--- config.mk ---
export PLATFORM = sky130hd
export DESIGN_NAME = tscd_ctrl
export DESIGN_NICKNAME = d
export VERILOG_FILES = /design/src/tscd_pkg.sv /design/src/tscd_ctrl.sv
export SDC_FILE = /design/constraint.sdc
export NUM_CORES = 1
export LEC_CHECK = 0
export ABC_AREA = 1
export BUFFER_PORTS_ARGS = -buffer_cell sky130_fd_sc_hd__buf_2
export CORE_MARGIN = 2
export CORE_UTILIZATION = 45
export CTS_BUF_LIST = sky130_fd_sc_hd__clkbuf_2 sky130_fd_sc_hd__clkbuf_4 sky130_fd_sc_hd__clkbuf_8
export CTS_CLUSTER_DIAMETER = 80
export DETAILED_ROUTE_END_ITERATION = 7
export GPL_ROUTABILITY_DRIVEN = 1
export PLACE_DENSITY = 0.72
export SETUP_SLACK_MARGIN = 0.05
export SYNTH_ARGS = -nofsm -noshare
export SYNTH_HDL_FRONTEND = slang
export SYNTH_SLANG_ARGS = --single-unit
export TNS_END_PERCENT = 30
--- constraint.sdc ---
create_clock -name clk -period 1.3 [get_ports clk]
set_input_delay 0.195 -clock clk [delete_from_list [all_inputs] [get_ports clk]]
set_output_delay 0.195 -clock clk [all_outputs]
set_load 0.1 [all_outputs]
--- src/tscd_pkg.sv ---
// Shared types and codes of the species density deposit block.
`timescale 1ns / 1ps
package tscd_pkg;

    typedef enum logic [3:0] {
        ST_CLEAR,
        ST_IDLE,
        ST_AMT_A,
        ST_AMT_B,
        ST_AX_MUL,
        ST_AX_FRAC,
        ST_AX_SQA,
        ST_AX_SQH,
        ST_AX_SQR,
        ST_NODES,
        ST_DRAIN,
        ST_READ,
        ST_READ_DATA,
        ST_DONE
    } state_t;

    typedef enum logic [3:0] {
        CMD_NONE,
        CMD_ACCEPT,
        CMD_AMT_A,
        CMD_AMT_B,
        CMD_AX_MUL,
        CMD_AX_FRAC,
        CMD_SQA,
        CMD_SQH,
        CMD_SQR,
        CMD_NODE,
        CMD_CLEAR,
        CMD_READ,
        CMD_READ_DATA,
        CMD_LOAD_OUT
    } cmd_op_t;

    typedef enum logic [1:0] {
        REQ_DEPOSIT = 2'd0,
        REQ_READ    = 2'd1,
        REQ_CLEAR   = 2'd2,
        REQ_NONE    = 2'd3
    } req_t;

    localparam logic [1:0] STATUS_OK        = 2'd0;
    localparam logic [1:0] STATUS_DROPPED   = 2'd1;
    localparam logic [1:0] STATUS_SATURATED = 2'd2;

    localparam logic [2:0] REG_ORIGIN_X   = 3'd0;
    localparam logic [2:0] REG_ORIGIN_Y   = 3'd1;
    localparam logic [2:0] REG_ORIGIN_Z   = 3'd2;
    localparam logic [2:0] REG_INV_X      = 3'd3;
    localparam logic [2:0] REG_INV_Y      = 3'd4;
    localparam logic [2:0] REG_INV_Z      = 3'd5;
    localparam logic [2:0] REG_SCALE      = 3'd6;
    localparam logic [2:0] REG_COLLAPSE   = 3'd7;

    typedef struct packed {
        cmd_op_t    op;
        logic [1:0] axis;
    } cmd_t;

    typedef struct packed {
        logic clear_last;
        logic node_last;
        logic pipe_empty;
        logic outside;
        logic out_free;
    } stat_t;

endpackage

--- src/tscd_ctrl.sv ---
// Sequencing state machine of the species density deposit block.
`timescale 1ns / 1ps
module tscd_ctrl (
    input  logic           clk,
    input  logic           rst_n,
    input  logic           req_valid,
    input  logic [1:0]     req_type,
    output logic           req_stall,
    input  tscd_pkg::stat_t stat,
    output tscd_pkg::cmd_t  cmd
);
    import tscd_pkg::*;

    state_t     state_reg, state_next;
    logic [1:0] axis_reg, axis_next;
    logic       report_reg, report_next;

    always_ff @(posedge clk or negedge rst_n)
    begin
        if (!rst_n)
        begin
            state_reg  <= ST_CLEAR;
            axis_reg   <= 2'd0;
            report_reg <= 1'b0;
        end
        else
        begin
            state_reg  <= state_next;
            axis_reg   <= axis_next;
            report_reg <= report_next;
        end
    end

    always_comb
    begin
        state_next  = state_reg;
        axis_next   = axis_reg;
        report_next = report_reg;
        case (state_reg)
            ST_CLEAR:
            begin
                if (stat.clear_last)
                begin
                    state_next  = report_reg ? ST_DONE : ST_IDLE;
                    report_next = 1'b0;
                end
            end
            ST_IDLE:
            begin
                if (req_valid)
                begin
                    case (req_type)
                        REQ_DEPOSIT:
                        begin
                            state_next = ST_AMT_A;
                            axis_next  = 2'd0;
                        end
                        REQ_READ:  state_next = ST_READ;
                        REQ_CLEAR:
                        begin
                            state_next  = ST_CLEAR;
                            report_next = 1'b1;
                        end
                        default:   state_next = ST_DONE;
                    endcase
                end
            end
            ST_AMT_A:     state_next = ST_AMT_B;
            ST_AMT_B:     state_next = ST_AX_MUL;
            ST_AX_MUL:    state_next = ST_AX_FRAC;
            ST_AX_FRAC:   state_next = stat.outside ? ST_DONE : ST_AX_SQA;
            ST_AX_SQA:    state_next = ST_AX_SQH;
            ST_AX_SQH:    state_next = ST_AX_SQR;
            ST_AX_SQR:
            begin
                if (axis_reg == 2'd2)
                begin
                    state_next = ST_NODES;
                end
                else
                begin
                    axis_next  = axis_reg + 2'd1;
                    state_next = ST_AX_MUL;
                end
            end
            ST_NODES:     if (stat.node_last) state_next = ST_DRAIN;
            ST_DRAIN:     if (stat.pipe_empty) state_next = ST_DONE;
            ST_READ:      state_next = ST_READ_DATA;
            ST_READ_DATA: state_next = ST_DONE;
            ST_DONE:      if (stat.out_free) state_next = ST_IDLE;
            default:      state_next = ST_IDLE;
        endcase
    end

    always_comb
    begin
        cmd.axis  = axis_reg;
        cmd.op    = CMD_NONE;
        req_stall = 1'b1;
        case (state_reg)
            ST_CLEAR:     cmd.op = CMD_CLEAR;
            ST_IDLE:
            begin
                req_stall = 1'b0;
                if (req_valid) cmd.op = CMD_ACCEPT;
            end
            ST_AMT_A:     cmd.op = CMD_AMT_A;
            ST_AMT_B:     cmd.op = CMD_AMT_B;
            ST_AX_MUL:    cmd.op = CMD_AX_MUL;
            ST_AX_FRAC:   cmd.op = CMD_AX_FRAC;
            ST_AX_SQA:    cmd.op = CMD_SQA;
            ST_AX_SQH:    cmd.op = CMD_SQH;
            ST_AX_SQR:    cmd.op = CMD_SQR;
            ST_NODES:     cmd.op = CMD_NODE;
            ST_READ:      cmd.op = CMD_READ;
            ST_READ_DATA: cmd.op = CMD_READ_DATA;
            ST_DONE:      if (stat.out_free) cmd.op = CMD_LOAD_OUT;
            default:      cmd.op = CMD_NONE;
        endcase
    end

endmodule

# Word-level counts from Yosys, hierarchy flattened
# Cells that the tools add are included.
totals:
  regBits: 7
  in_bits: 10
  out_inout_bits: 7
  wordCells: 57
classes:
  n_addsub: 1
  eq_ne: 24
  mux: 22
  n_reduce_logical: 7
ops:
  columns: ["cell", "count"]
  rows:
  - ["$pmux 4 s14", 1]
  - ["$pmux 4 s13", 1]
  - ["$mux 4", 9]
  - ["$eq 4x4->1 const B", 6]
  - ["$eq 4x3->1 const B", 4]
  - ["$ne 2x2->1 const B", 8]
  - ["$pmux 4 s3", 1]
  - ["$eq 4x2->1 const B", 2]
  - ["$reduce_and 4->1", 2]
  - ["$mux 2", 3]
  - ["$mux 1", 5]
  - ["$reduce_and 5->1", 1]
  - ["$eq 2x2->1 const B", 2]
  - ["$eq 4x1->1 const B", 1]
  - ["$logic_not 4->1", 1]
  - ["$pmux 2 s2", 1]
  - ["$reduce_bool 2->1", 2]
  - ["$add 2x1->2 const B", 1]
  - ["$eq 2x1->1 const B", 1]
  - ["$logic_not 2->1", 1]
  - ["$pmux 1 s2", 1]

# Longest topological paths before layout
depth:
  depth_word: 4
  mapped_depth: 10
  mapped_depth_nobuf: 9

# Worst setup path after synthesis
# No wires, ideal clock.
synth_timing:
  path_type: "flip-flop to output port"
  start: "register state_reg[1]"
  end: "output cmd[2] (netlist name)"
  arrival_time_ns: 2.123
  required_time_ns: 1.105
  slack_ns: -1.018
  path_stages_with_launch: 3
  path_buffers: 0
  path_cell_list: "dfrtp_1 -> nand2_1 -> o2111ai_1"
synth_rtl:
  columns: ["item", "line_no", "text"]
  rows:
  - ["start, declared", "tscd_ctrl.sv:14", "state_t state_reg, state_next;"]
  - ["start signal, assigned", "tscd_ctrl.sv:28", "state_reg <= state_next;"]
  - ["end, declared", "tscd_ctrl.sv:10", "output tscd_pkg::cmd_t cmd"]

==> out/metrics.cfg <==
[floorplan]
dieArea_um2 = 1978
die_h_um = 44.47
core_area_um2 = 1524
start_util_pct = 48.36
row_count = 14
top_level_ports = 17
die_w_um = 44.47

[drt]
drcViolationCount = 0
totalWireLength_mm = 3.750
wl_per_cell_um = 20.05
drt_iter0_markers = 101
via_per_inst = 6.155
firstDrtPassIters = 4
ant_nets = 0
vias = 1151

[synth]
synthesis.area_um2 = 737.0
netlist_instances = 114
yosysMostFrequentCell = nand2_1
synth_top_area_share_pct = 23.77
ys_types = 23
synth_edf_count = 0
synth_area_leaders = dfrtp_1 24%, nand2_1 17%, nor2_4 7.6%
syn_nets = 125
synth_flop_cell = dfrtp_1
ys_ff_latch = 7
synth-warning-count = 0
yosysTopAreaCell = dfrtp_1
ys_seq_area_share_pct = 23.77
ys_top_cells_by_count = 33 x nand2_1, 12 x inv_1, 10 x nand3_1
async_flop_share_pct = 100.0
avgSynthCellArea_um2 = 6.465

[run_status]
status = finished, violations left
violations = setup timing

[setup_path]
crit_type = reg -> out
cp_top_family = buffers and inverters
crit_arrival_ns = 1.55
path_buf_inv = 3
crit_slowest_cell = dfrtp_1
cp-start-kind = register
critical_path_required_ns = 1.11
cp-end-kind = output pin
worstPathMaxFanout = 5
max_stage_delay_ns = 0.41
worstPathCellList = buf_6, nand2_4, inv_4, o211ai_1, nand4_1, buf_12

[finish]
final_cells = 187
area_growth_pct = 88.12
largest_reg_flops = 4
final_nets = 183
fillers = 61
final_util_pct = 90.97
diodes = 0
final_layout_size_suffix_gt1_share_pct = 57.89

[sta]
fin_ws_ns = -0.4434
max_freq_ghz = 0.5736
rsz0062_at_grt = yes
slew_headroom_pct = 78.94
period_share_pct = 134.1
slew_viol_final = 0
period_needed_ns = 1.743
finalClockSkew_ns = 0.004779
finalHoldViolations = 0
setup_viol = 12
worst_pin_slew_ns = 0.3126

[clocking]
path_clk_slew_ns = 0.06
cts_tree = built
htreeDepth = 1
ctsLongestPathBuffers = 2
cts-root-buf = clkbuf_4
cts.sinks = 7
cts_made_buffers = 3
clk_latency_ns = 0.26

[global_route]
antenna_found_initial = 0
grt_pass1_vias = 1014
overflow = 0
grt_use_total_pct = 29.77
grt_pass1_wl_mm = 4.333
grt_max_degree = 8

[placement]
dpl.cell_count = 167
place_hpwl_mm = 1.804
globalplace.congestion = 0.9003
io_buffer_count = 16

[job]
drv_cap = 0

[hold_path]
hp-class = in -> reg

[final timing paths]
path	from	to	slack [ns]	cells after the start
min reg2reg	report_reg	report_reg	0.55	2
max in group asynchronous	rst_n	state_reg[0]	0.83	2
min in group asynchronous	rst_n	state_reg[2]	0.29	2
min	stat[2]	state_reg[1]	0.24	3
max reg2reg	state_reg[3]	state_reg[0]	-0.35	10
max	state_reg[3]	cmd[5]	-0.44	6
[kinds of logic (layout without fill, tap and decap cells)]
group | after synthesis | after routing | synth area share, %
and+or+nand+nor | 73 | 73 | 51.27
buffers and inverters | 18 | 75 | 11.54
AOI/OAI and AO/OA | 15 | 15 | 11.72
DFF | 7 | 7 | 23.77
adders and majority gates | 1 | 1 | 1.698
[cell type report]
cell class / instances / area (um2) / share of cell area, %
flip-flops and latches: 7 / 180.2 / 13.00
multi-input cells: 89 / 593.1 / 42.78
repair buffers: 55 / 493.0 / 35.56
inverters: 16 / 70.07 / 5.054
well taps: 16 / 20.02 / 1.444
clock buffers: 4 / 30.03 / 2.166
[timing repair]
action,4_1_cts,5_1_grt
pin swaps,4,13
gates cloned,0,0
endpoints found under the setup margin,12,12
hold buffers,1,0
hold endpoints to repair,7,0
buffers inserted,5,10
resized for setup,15,14
[layout by cell type, fill, tap and decap left out, drive strengths merged]
master and count:
dlygate4sd3 1, nand2 39, a21oi 4, o211ai 1, buf 54, o2111ai 1
nand3 11, nand3b 4, nand4 1, a31oi 1, nor3 2, o21ai 8
nor2 16, inv 16, clkbuf 4, ha 1, dfrtp 7
[metal layers]
| layer | share of wire [%] | track usage [%] | vias up |
|---|---|---|---|
| met3 | 10 | 3.265 | 38 |
| met2 | 48 | 49.86 | 117 |
| li1 | - | - | 481 |
| met4 | 6.2 | 18.79 | 0 |
| met1 | 36 | 35.84 | 515 |
| met5 | 0 | 0 | - |
[worst reg2reg max path, stage by stage, from the launching register on]
cell	delay (ns)
dfrtp_1	0.39
buf_6	0.16
nor2_4	0.06
buf_4	0.14
buf_4	0.14
nand3_1	0.11
nand2_1	0.07
nor2_1	0.16
nand3_1	0.11
nand2_1	0.09
nand2_1	0.08
[stage by stage]
step                      TNS, ns  hold slack [ns]  worst slack, ns  cell area [um2]
after floorplan            -3.358          -0.1006          -0.5075            778.2
after global placement    -0.8817          0.04030          -0.1385             1134
after detailed placement   -1.631          0.04092          -0.2023             1134
after CTS                  -2.459           0.2351          -0.3381             1262
after global routing       -4.200           0.2808          -0.4825             1386
final                      -3.722           0.2366          -0.4434             1386
Power is left out: the tool's default activity adds up to more than one toggle a clock period on the data nets, which glitch-free logic cannot reach.
